### src/hw/rtl/vrfc_pkg.sv
// Package: widths, lane control type and output finishing for the vertical RGBA FIR convolver.
`default_nettype none
package vrfc_pkg;

  localparam int unsigned CoeffW    = 16;
  localparam int unsigned ChanW     = 8;
  localparam int unsigned ProdW     = CoeffW + ChanW;
  localparam int unsigned AccW      = 32;
  localparam int unsigned ShiftBits = 14;

  localparam logic [ChanW-1:0] ChanMax = 8'hFF;

  typedef struct packed {
    logic load;    // capture coefficient and pixel byte into the product register
    logic adv;     // product register moves into the accumulator
    logic acc_en;  // product is added on this advance
    logic clr;     // last tap: accumulator clears after the result is taken
  } lane_ctrl_t;

  // Arithmetic shift right, then clamp to 0..255.
  function automatic logic [ChanW-1:0] finish(input logic [AccW-1:0] sum);
    logic [AccW-1:0] shifted;
    logic [ChanW-1:0] res;
    shifted = AccW'($signed(sum) >>> ShiftBits);
    if (shifted[AccW-1]) begin
      res = '0;
    end else if (|shifted[AccW-2:ChanW]) begin
      res = ChanMax;
    end else begin
      res = shifted[ChanW-1:0];
    end
    return res;
  endfunction

endpackage
`default_nettype wire

### src/hw/rtl/vrfc_mac_lane.sv
// One channel lane: registered coefficient times pixel product, 32-bit accumulator, finishing.
`default_nettype none
module vrfc_mac_lane (
  input  wire logic                      clk_i,
  input  wire logic                      rst_ni,
  input  wire vrfc_pkg::lane_ctrl_t      ctrl_i,
  input  wire logic [vrfc_pkg::CoeffW-1:0] coeff_i,
  input  wire logic [vrfc_pkg::ChanW-1:0]  pix_i,
  output logic      [vrfc_pkg::ChanW-1:0]  res_o
);

  logic signed [vrfc_pkg::ProdW-1:0] prod_d, prod_q;
  logic [vrfc_pkg::AccW-1:0] acc_d, acc_q;
  logic [vrfc_pkg::AccW-1:0] sum;

  assign prod_d = vrfc_pkg::ProdW'($signed(coeff_i)) *
                  vrfc_pkg::ProdW'($signed({1'b0, pix_i}));

  always_ff @(posedge clk_i) begin
    if (ctrl_i.load) begin
      prod_q <= prod_d;
    end
  end

  always_comb begin
    sum = acc_q;
    if (ctrl_i.acc_en) begin
      sum = acc_q + vrfc_pkg::AccW'(prod_q);
    end
  end

  always_comb begin
    acc_d = acc_q;
    if (ctrl_i.adv) begin
      acc_d = ctrl_i.clr ? '0 : sum;
    end
  end

  always_ff @(posedge clk_i or negedge rst_ni) begin
    if (!rst_ni) begin
      acc_q <= '0;
    end else begin
      acc_q <= acc_d;
    end
  end

  assign res_o = vrfc_pkg::finish(sum);

endmodule
`default_nettype wire

### src/hw/rtl/vertical_rgba_fir_convolver_core.sv
// Top level: vertical RGBA FIR convolver, one tap per cycle while no result is blocked, registered RGBA result.
//
//  channel  | signals                          | payload
//  ---------+----------------------------------+--------------------------------------------
//  in       | s_axis_tvalid/tready/tdata/tlast | tdata: coeff, red, green, blue, alpha; tlast
//  out      | m_axis_tvalid/tready/tdata       | tdata: red, green, blue, alpha
//  cfg      | cfg_we_i/cfg_wdata_i             | has_alpha
//
// One tap per cycle unless a blocked result holds a last tap. Two stages: product register, then
// accumulate and finish into the output register; a result is loaded when its last tap leaves the product stage.
// Reset clears accumulators, valids and has_alpha.
// A blocked result only holds back a last tap in the product stage; other taps keep flowing.
`default_nettype none
module vertical_rgba_fir_convolver_core (
  input  wire logic        clk_i,
  input  wire logic        rst_ni,
  input  wire logic        s_axis_tvalid,
  output logic             s_axis_tready,
  input  wire logic [47:0] s_axis_tdata,  // coeff[15:0], red, green, blue, alpha
  input  wire logic        s_axis_tlast,  // last_tap
  output logic             m_axis_tvalid,
  input  wire logic        m_axis_tready,
  output logic [31:0]      m_axis_tdata,  // red, green, blue, alpha
  input  wire logic        cfg_we_i,
  input  wire logic        cfg_wdata_i    // has_alpha
);

  localparam int unsigned NumChan = 4;
  localparam int unsigned ChanW   = vrfc_pkg::ChanW;

  logic has_alpha_q;
  logic p_vld_q, p_last_q;
  logic p_fire, out_free, in_fire;
  logic m_valid_d, m_valid_q;
  logic [31:0] m_data_q;
  logic [ChanW-1:0] res [NumChan];
  logic [ChanW-1:0] ao, mx;
  vrfc_pkg::lane_ctrl_t ctrl [NumChan];

  assign out_free      = !m_valid_q || m_axis_tready;
  assign p_fire        = p_vld_q && (!p_last_q || out_free);
  assign s_axis_tready = !p_vld_q || p_fire;
  assign in_fire       = s_axis_tvalid && s_axis_tready;

  always_ff @(posedge clk_i or negedge rst_ni) begin
    if (!rst_ni) begin
      has_alpha_q <= 1'b0;
    end else if (cfg_we_i) begin
      has_alpha_q <= cfg_wdata_i;
    end
  end

  always_ff @(posedge clk_i or negedge rst_ni) begin
    if (!rst_ni) begin
      p_vld_q  <= 1'b0;
      p_last_q <= 1'b0;
    end else if (s_axis_tready) begin
      p_vld_q  <= s_axis_tvalid;
      p_last_q <= s_axis_tlast;
    end
  end

  for (genvar i = 0; i < NumChan; i++) begin : g_lane
    always_comb begin
      ctrl[i].load   = in_fire;
      ctrl[i].adv    = p_fire;
      ctrl[i].acc_en = (i == NumChan - 1) ? has_alpha_q : 1'b1;
      ctrl[i].clr    = p_last_q;
    end

    vrfc_mac_lane u_lane (
      .clk_i   (clk_i),
      .rst_ni  (rst_ni),
      .ctrl_i  (ctrl[i]),
      .coeff_i (s_axis_tdata[vrfc_pkg::CoeffW-1:0]),
      .pix_i   (s_axis_tdata[vrfc_pkg::CoeffW + i*ChanW +: ChanW]),
      .res_o   (res[i])
    );
  end

  always_comb begin
    mx = res[0];
    if (res[1] > mx) begin
      mx = res[1];
    end
    if (res[2] > mx) begin
      mx = res[2];
    end
    if (!has_alpha_q) begin
      ao = vrfc_pkg::ChanMax;
    end else if (res[3] < mx) begin
      ao = mx;
    end else begin
      ao = res[3];
    end
  end

  always_comb begin
    m_valid_d = m_valid_q;
    if (p_fire && p_last_q) begin
      m_valid_d = 1'b1;
    end else if (m_axis_tready) begin
      m_valid_d = 1'b0;
    end
  end

  always_ff @(posedge clk_i or negedge rst_ni) begin
    if (!rst_ni) begin
      m_valid_q <= 1'b0;
    end else begin
      m_valid_q <= m_valid_d;
    end
  end

  always_ff @(posedge clk_i) begin
    if (p_fire && p_last_q) begin
      m_data_q <= {ao, res[2], res[1], res[0]};
    end
  end

  assign m_axis_tvalid = m_valid_q;
  assign m_axis_tdata  = m_data_q;

  a_last_gives_result: assert property (@(posedge clk_i) disable iff (!rst_ni)
    p_fire && p_last_q |=> m_axis_tvalid)
    else $error("last tap advanced without a result");

  a_alpha_covers_color: assert property (@(posedge clk_i) disable iff (!rst_ni)
    m_axis_tvalid |-> m_axis_tdata[31:24] >= m_axis_tdata[7:0] &&
                      m_axis_tdata[31:24] >= m_axis_tdata[15:8] &&
                      m_axis_tdata[31:24] >= m_axis_tdata[23:16])
    else $error("output alpha below a color channel");

  a_stall_cause: assert property (@(posedge clk_i) disable iff (!rst_ni)
    !s_axis_tready |-> p_vld_q && p_last_q && m_axis_tvalid && !m_axis_tready)
    else $error("input stalled without a blocked result");

endmodule
`default_nettype wire

### config.mk
export PLATFORM = sky130hd
export DESIGN_NAME = vertical_rgba_fir_convolver_core
export DESIGN_NICKNAME = d
export VERILOG_FILES = /design/src/hw/rtl/vrfc_pkg.sv /design/src/hw/rtl/vrfc_mac_lane.sv /design/src/hw/rtl/vertical_rgba_fir_convolver_core.sv
export SDC_FILE = /design/constraint.sdc
export NUM_CORES = 2
export LEC_CHECK = 0
export BUFFER_PORTS_ARGS = -buffer_cell sky130_fd_sc_hd__buf_2
export CAP_MARGIN = 20
export CORE_ASPECT_RATIO = 0.7
export CORE_MARGIN = 3
export CORE_UTILIZATION = 45
export CTS_CLUSTER_DIAMETER = 50
export CTS_CLUSTER_SIZE = 8
export DETAILED_ROUTE_END_ITERATION = 10
export PLACE_DENSITY = 0.69
export SKIP_LAST_GASP = 1
export SLEW_MARGIN = 10
export SYNTH_ARGS = -nofsm -noshare
export SYNTH_HDL_FRONTEND = slang
export SYNTH_SLANG_ARGS = --single-unit
### constraint.sdc
create_clock -name clk_i -period 27.9 [get_ports clk_i]
set_clock_uncertainty 0.2 [all_clocks]
set_input_delay 5.58 -clock clk_i [delete_from_list [all_inputs] [get_ports clk_i]]
set_output_delay 5.58 -clock clk_i [all_outputs]
set_load 0.02 [all_outputs]
* Word level (Yosys, flattened, before mapping)
Index checks and enable logic that the tools add are counted.
** Storage, ports and cells
- Bits in latches :: 0
- Input port bits :: 55
- Output and inout port bits :: 34
- Memories kept :: 0
- ROM bits :: 0
- Bits in registers :: 260
- Logic and storage cells :: 60
- RAM bits :: 0
** Operators by class
- Multiplexer cells :: 18
- Add/sub/neg operators :: 4
- Bitwise logic cells :: 0
- Multipliers :: 4
- Div/mod/pow operators :: 0
- Shift-type cells :: 0
- Equality and inequality tests :: 0
- Reductions and logical operators :: 16
- $lt $le $gt $ge :: 3
** Operators with widths (number)
- $mux W32 :: 5
- $add A32 B32 Y32 :: 4
- $mul A16 B9 Y24 :: 4
- $mux W8 :: 11
- $reduce_or A10 Y1 :: 4
- $gt A8 B8 Y1 :: 2
- $lt A8 B8 Y1 :: 1
- $reduce_bool A2 Y1 :: 2
- $logic_and A1 B1 Y1 :: 3
- $logic_not A1 Y1 :: 3
- $logic_or A1 B1 Y1 :: 3
- $mux W1 :: 2
- $reduce_and A2 Y1 :: 1

* Logic depth before layout (Yosys ltp)
- Depth in word-level cells :: 10
- Mapped depth :: 47
- Depth with buffers taken out :: 46

* Modules after synthesis
From an unflattened synthesis, not the netlist that was laid out.
** Second synthesis, totals
- Cell total of the unflattened synthesis :: 3952
- Area, all modules :: 35915.7 um2
** Modules (own cells, without submodules)
- vrfc_mac_lane (g_lane[3].u_lane) :: area an instance 8643.3 um2, cells each 977, times used 1, sequential area each 1521.5 um2
- vrfc_mac_lane (g_lane[0].u_lane) :: area an instance 8481.9 um2, cells each 952, times used 1, sequential area each 1521.5 um2
- vrfc_mac_lane (g_lane[1].u_lane) :: area an instance 8381.8 um2, cells each 937, times used 1, sequential area each 1521.5 um2
- vrfc_mac_lane (g_lane[2].u_lane) :: area an instance 8309.2 um2, cells each 915, times used 1, sequential area each 1521.5 um2
- vertical_rgba_fir_convolver_core :: area an instance 2099.5 um2, cells each 171, times used 1, sequential area each 1061.0 um2

* Worst setup path after synthesis
OpenSTA, ideal clock, no wires.
- Path kind :: in2out
- Start point :: input port m_axis_tready
- End point :: output port s_axis_tready
- Setup slack :: 16.146 ns
- Buffers on the path :: 0
- Arrival time :: 5.974 ns
- Cell stages on the path :: 2
- Path through :: nor2b_1 nand3_1
** On the way
- Word-level cells in the longest chain between the ends :: 4
** RTL lines
- from (decl) :: line vertical_rgba_fir_convolver_core.sv:22 : input wire logic m_axis_tready,
- $logic_or A1 B1 Y1 :: line vertical_rgba_fir_convolver_core.sv:40 : assign out_free = !m_valid_q || m_axis_tready;
- $logic_or A1 B1 Y1 :: line vertical_rgba_fir_convolver_core.sv:41 : assign p_fire = p_vld_q && (!p_last_q || out_free);
- $logic_and A1 B1 Y1 :: line vertical_rgba_fir_convolver_core.sv:41
- $logic_or A1 B1 Y1 :: line vertical_rgba_fir_convolver_core.sv:42 : assign s_axis_tready = !p_vld_q || p_fire;
- to (decl) :: line vertical_rgba_fir_convolver_core.sv:18 : output logic s_axis_tready,
No other way between the ends.

* Worst setup path after layout
Same ends and word-level chain as after synthesis.

==> flow_results.org <==
** CTS
- In this run the post-CTS setup repair buffer count came out at 0.
- Clock tree from TritonCTS :: done
- The tree is rooted in a sky130_fd_sc_hd__clkbuf_16.
- Number of hold buffers added after cts :: 0
- Number of gates resized after CTS :: 0
- After clock tree synthesis, the clock-pin slew on the worst setup and hold paths is 0.04 ns.
- TritonCTS created 43 clock buffers.
- The clock net in this run drives a total of between 200 and 300 sinks.
- The later pin in the worst-skew pair is clocked with a latency of 0.55 ns.
- H-tree Lvls :: 2
- Clock buffer depth :: 3

** Timing
- Setup repair after global routing missed its margin :: no
- Worst-case headroom to the max-slew limit :: 33.3%
- In the final timing run, aggregate negative setup slack is 0 ns.
- For the pin with the worst max-slew slack, the measured transition is approximately 0.99 ns.
- Timing would allow up to 0.0831 GHz.
- Worst hold slack :: 0.277 ns
- Setup violations remaining at the end of the flow were counted as 0.
- The worst path uses 43.1% of the clock period.
- The routed design could run at a clock period as short as 12.03 ns.
- Max-slew violations :: 0
- The final hold violation count is 0.

** Routing
- Via count :: 25,900
- After detailed routing, the wire length on met1 is 43,600 um.
- Drt pass-1 iters :: 5
- Via/cell ratio :: between 5 and 6
- Top routing layer used :: met5
- Dividing the detail-routed wire length by the instance count gives 17.8 um.
- Initial drt markers :: 2,000
- The count of nets left with antenna violations once routing finished came out at 0.
- DRC violations left :: 0
- Total wire length after detailed routing :: 85,400 um
- Length of routed met3 wiring :: 7640 um
- Routed length on met2 :: 32,800 um

** GRT
- Largest net degree at the start of global routing :: 71
- Via count of the first global-routing pass :: around 26,000
- First-pass GRT wire length :: 140,000 um
- The number of antenna violations at the first check in global routing is 5.
- After global routing the overflow that remains totals 0.
- For this run, the total global-route usage over all layers was measured as 21.9%.

** Final layout
- Most used cells in the layout excluding fill and tap cells :: sky130_fd_sc_hd__inv_1, sky130_fd_sc_hd__fa_1, sky130_fd_sc_hd__nand2_1
- Area added between synthesis and finish :: 7.58%
- Final nets :: 4,556
- Final design utilization :: 49.0%
- The library cell used most frequently in the layout, excluding fill and tap cells, is sky130_fd_sc_hd__inv_1.
- Fraction of layout instances using a drive strength above 1 :: under 10%
- # fillers :: 6,976

** Placement
- Routability-driven placement finished with a final weighted congestion of between 0.9 and 1.
- Once detailed placement completed, the half-perimeter wirelength came to 65,000 um.
- Input and output buffers added on the ports amount to between 80 and 90.

** Synthesis
- Synthesized net count :: 4,562
- In this run the mean area of a mapped cell was 9.12 sq um.
- Proportion of synthesized area in mux cells :: 0.699%
- Counting every instance in the synthesized netlist gives 3,768.
- Main combinational cell family by area after synthesis :: adder cells
- After synthesis, flip-flops and latches occupy 20.8% of the total area.
- Yosys mapped a number of flops with a built-in enable equal to 128.
- Post-synth top flop :: sky130_fd_sc_hd__dfrtp_1
- Count of state elements after synthesis :: 260
- Share of flip-flops with an asynchronous set or reset after synthesis :: between 50 and 60%
- Compound-Gate Fraction of Synth Area :: 13.6%
- Count of yosys warnings during synthesis :: 0
- Number of distinct library cell variants in the gate-level netlist after synthesis :: 88
- Adder-Cell Fraction of Synth Area :: 35.7%
- Summing the areas of all and, or, nand and nor instances in the mapped netlist gives 16.2% of the synthesized area.
- In this run the cell area of the synthesized design comes to 34,300 sq um.
- Of the total synthesized cell area, the portion taken by XOR and XNOR cells is 4.79%.

** Worst setup path
- Traced cell by cell, the critical path runs through buf_2, nor2b_1, nand3_1, buf_2.
- The critical path runs through a total of 4 cells.
- Worst Path Required :: around 22 ns
- In this design, the stage delay of the slowest critical-path cell is 0.24 ns.
- Of all nets on the critical path, the largest fanout is 4.
- The setup path with the least slack is of type input pin to primary output.
- In this run the worst setup path begins at m_axis_tready.
- The most numerous cell type found on the critical path is sky130_fd_sc_hd__buf_2.
- The worst register-to-register path has a depth of 44.
- Capturing element type of the critical path :: primary output
- Crit Reg-Reg Startpoint :: g_lane[1].u_lane.acc_q[0]
- In this run the register-to-register setup slack is 16.42 ns.
- The kind of cell with the highest combined delay along the critical path is buffers and inverters.
- The critical path contains buffers and inverters numbering 2 combined.
- The most critical setup path has its endpoint at s_axis_tready.
- The largest individual stage delay along the critical path comes from the cell sky130_fd_sc_hd__buf_2.
- Startpoint type of the worst setup path :: input pin
- Worst R2R End :: m_axis_tdata[30]
- Critical path arrival :: 6.25 ns

** Floorplan
- From bottom edge to top edge, the die measures 237 um.
- For this configuration, the core starts out at a cell density of between 40 and 50%.
- The floorplan step defined a core boundary enclosing 75,400 sq um.
- Total I/O pin count :: 89
- Die Outline Area :: ~80,000 sq um
- The floorplan has 84 rows.
- Die Wd :: approximately 340 um

** Run
- Across the run, the number of max-cap violations was 0.

** Outcome
- Status :: finished, final reports clean

** Worst hold path
- Classification of the worst-slack hold path :: register to register
## cell usage after synthesis, types with 7 or more instances
master | count | area (sq um)
sky130_fd_sc_hd__edfxtp_1 | 128 | 3840
sky130_fd_sc_hd__o211ai_1 | 17 | 128
sky130_fd_sc_hd__inv_1 | 590 | 2210
sky130_fd_sc_hd__a21boi_0 | 13 | 97.6
sky130_fd_sc_hd__nor2b_1 | 25 | 156
sky130_fd_sc_hd__clkbuf_1 | 139 | 522
sky130_fd_sc_hd__dfrtp_1 | 132 | 3300
sky130_fd_sc_hd__ha_1 | 335 | 4190
sky130_fd_sc_hd__a31oi_1 | 28 | 175
sky130_fd_sc_hd__and3_1 | 19 | 119
sky130_fd_sc_hd__nand3_1 | 38 | 190
sky130_fd_sc_hd__a21o_1 | 78 | 586
sky130_fd_sc_hd__a21oi_1 | 158 | 791
sky130_fd_sc_hd__o211a_1 | 8 | 80.1
sky130_fd_sc_hd__o31ai_1 | 13 | 97.6
sky130_fd_sc_hd__o21a_1 | 29 | 218
sky130_fd_sc_hd__nand4_1 | 24 | 150
sky130_fd_sc_hd__xor2_1 | 60 | 526
sky130_fd_sc_hd__a211oi_1 | 29 | 218
sky130_fd_sc_hd__a22o_1 | 42 | 368
sky130_fd_sc_hd__o21ai_1 | 7 | 35.0
sky130_fd_sc_hd__and2_1 | 336 | 2100
sky130_fd_sc_hd__nor3_1 | 38 | 190
sky130_fd_sc_hd__or2_2 | 8 | 50.1
sky130_fd_sc_hd__xnor2_1 | 128 | 1120
sky130_fd_sc_hd__mux2i_1 | 9 | 90.1
sky130_fd_sc_hd__fa_1 | 404 | 8090
sky130_fd_sc_hd__o21bai_1 | 23 | 173
sky130_fd_sc_hd__o21ai_0 | 188 | 941
sky130_fd_sc_hd__nand2_1 | 392 | 1470
sky130_fd_sc_hd__nor4_1 | 11 | 68.8
sky130_fd_sc_hd__or3_1 | 12 | 75.1
sky130_fd_sc_hd__nand2b_1 | 37 | 231
sky130_fd_sc_hd__mux2_4 | 7 | 105
sky130_fd_sc_hd__nor2_1 | 150 | 563
## through the flow
step | std cells | instance area, sq um | setup slack [ns]
2_1_floorplan | 3768 | 34300 | 16.15
3_3_place_gp | 4705 | 35600 | 15.87
3_5_place_dp | 4705 | 35600 | 15.86
4_1_cts | 4784 | 36900 | 15.85
5_1_grt | 4786 | 36900 | 15.44
6_report | 4788 | 37000 | 15.87
## logic make-up after synthesis
family,after synthesis
buffers and inverters,740
XOR/XNOR,188
multiplexers,20
AND/OR/NAND/NOR,1112
flip-flops,260
adder cells (fa/ha/maj),739
AO/OA/AOI/OAI,709
## flip-flops by register name (all words and copies together), names as in the netlist
register and flops:
g_lane.u_lane.acc_q 128, g_lane.u_lane.prod_q 96, has_alpha_q 1, m_axis_tdata 32
m_axis_tvalid 1, p_last_q 1, p_vld_q 1
## area by class of cell
| type | count | area (sq um) | area share [%] |
|---|---|---|---|
| sequential | 260 | 7150 | 19.3 |
| timing repair buffer | 98 | 534 | 1.45 |
| inverter | 591 | 2220 | 6.00 |
| clock inverter | 11 | 148 | 0.400 |
| antenna | 3 | 7.51 | 0.0203 |
| clock buffer | 68 | 1220 | 3.30 |
| tap | 989 | 1240 | 3.35 |
| multi-input combinational | 2768 | 24400 | 66.1 |
## worst min-delay path by stage
stage / from / to / slack (ns) / cells past startpoint
floorplan: g_lane[0].u_lane.acc_q[0] / g_lane[0].u_lane.acc_q[0] / 0.25 / 2
global placement: g_lane[2].u_lane.acc_q[0] / g_lane[2].u_lane.acc_q[0] / 0.26 / 2
detailed placement: g_lane[1].u_lane.acc_q[0] / g_lane[1].u_lane.acc_q[0] / 0.27 / 2
CTS: g_lane[1].u_lane.acc_q[0] / g_lane[1].u_lane.acc_q[0] / 0.28 / 2
global route: g_lane[1].u_lane.acc_q[18] / g_lane[1].u_lane.acc_q[18] / 0.31 / 2
finish: g_lane[1].u_lane.acc_q[0] / g_lane[1].u_lane.acc_q[0] / 0.28 / 2
## routing by layer
metal,GRT usage [%],vias up
li1,-,12400
met1,35.3,12500
met2,30.0,881
met3,4.43,87
met4,4.57,4
met5,0,-
## worst min-delay path: stages (launching register included)
cell,delay (ns)
sky130_fd_sc_hd__dfrtp_1,0.35
sky130_fd_sc_hd__nand2_1,0.05
sky130_fd_sc_hd__nand2_1,0.05
Power is left out: the tool's default activity adds up to more than one toggle a clock period on the data nets, which glitch-free logic cannot reach.
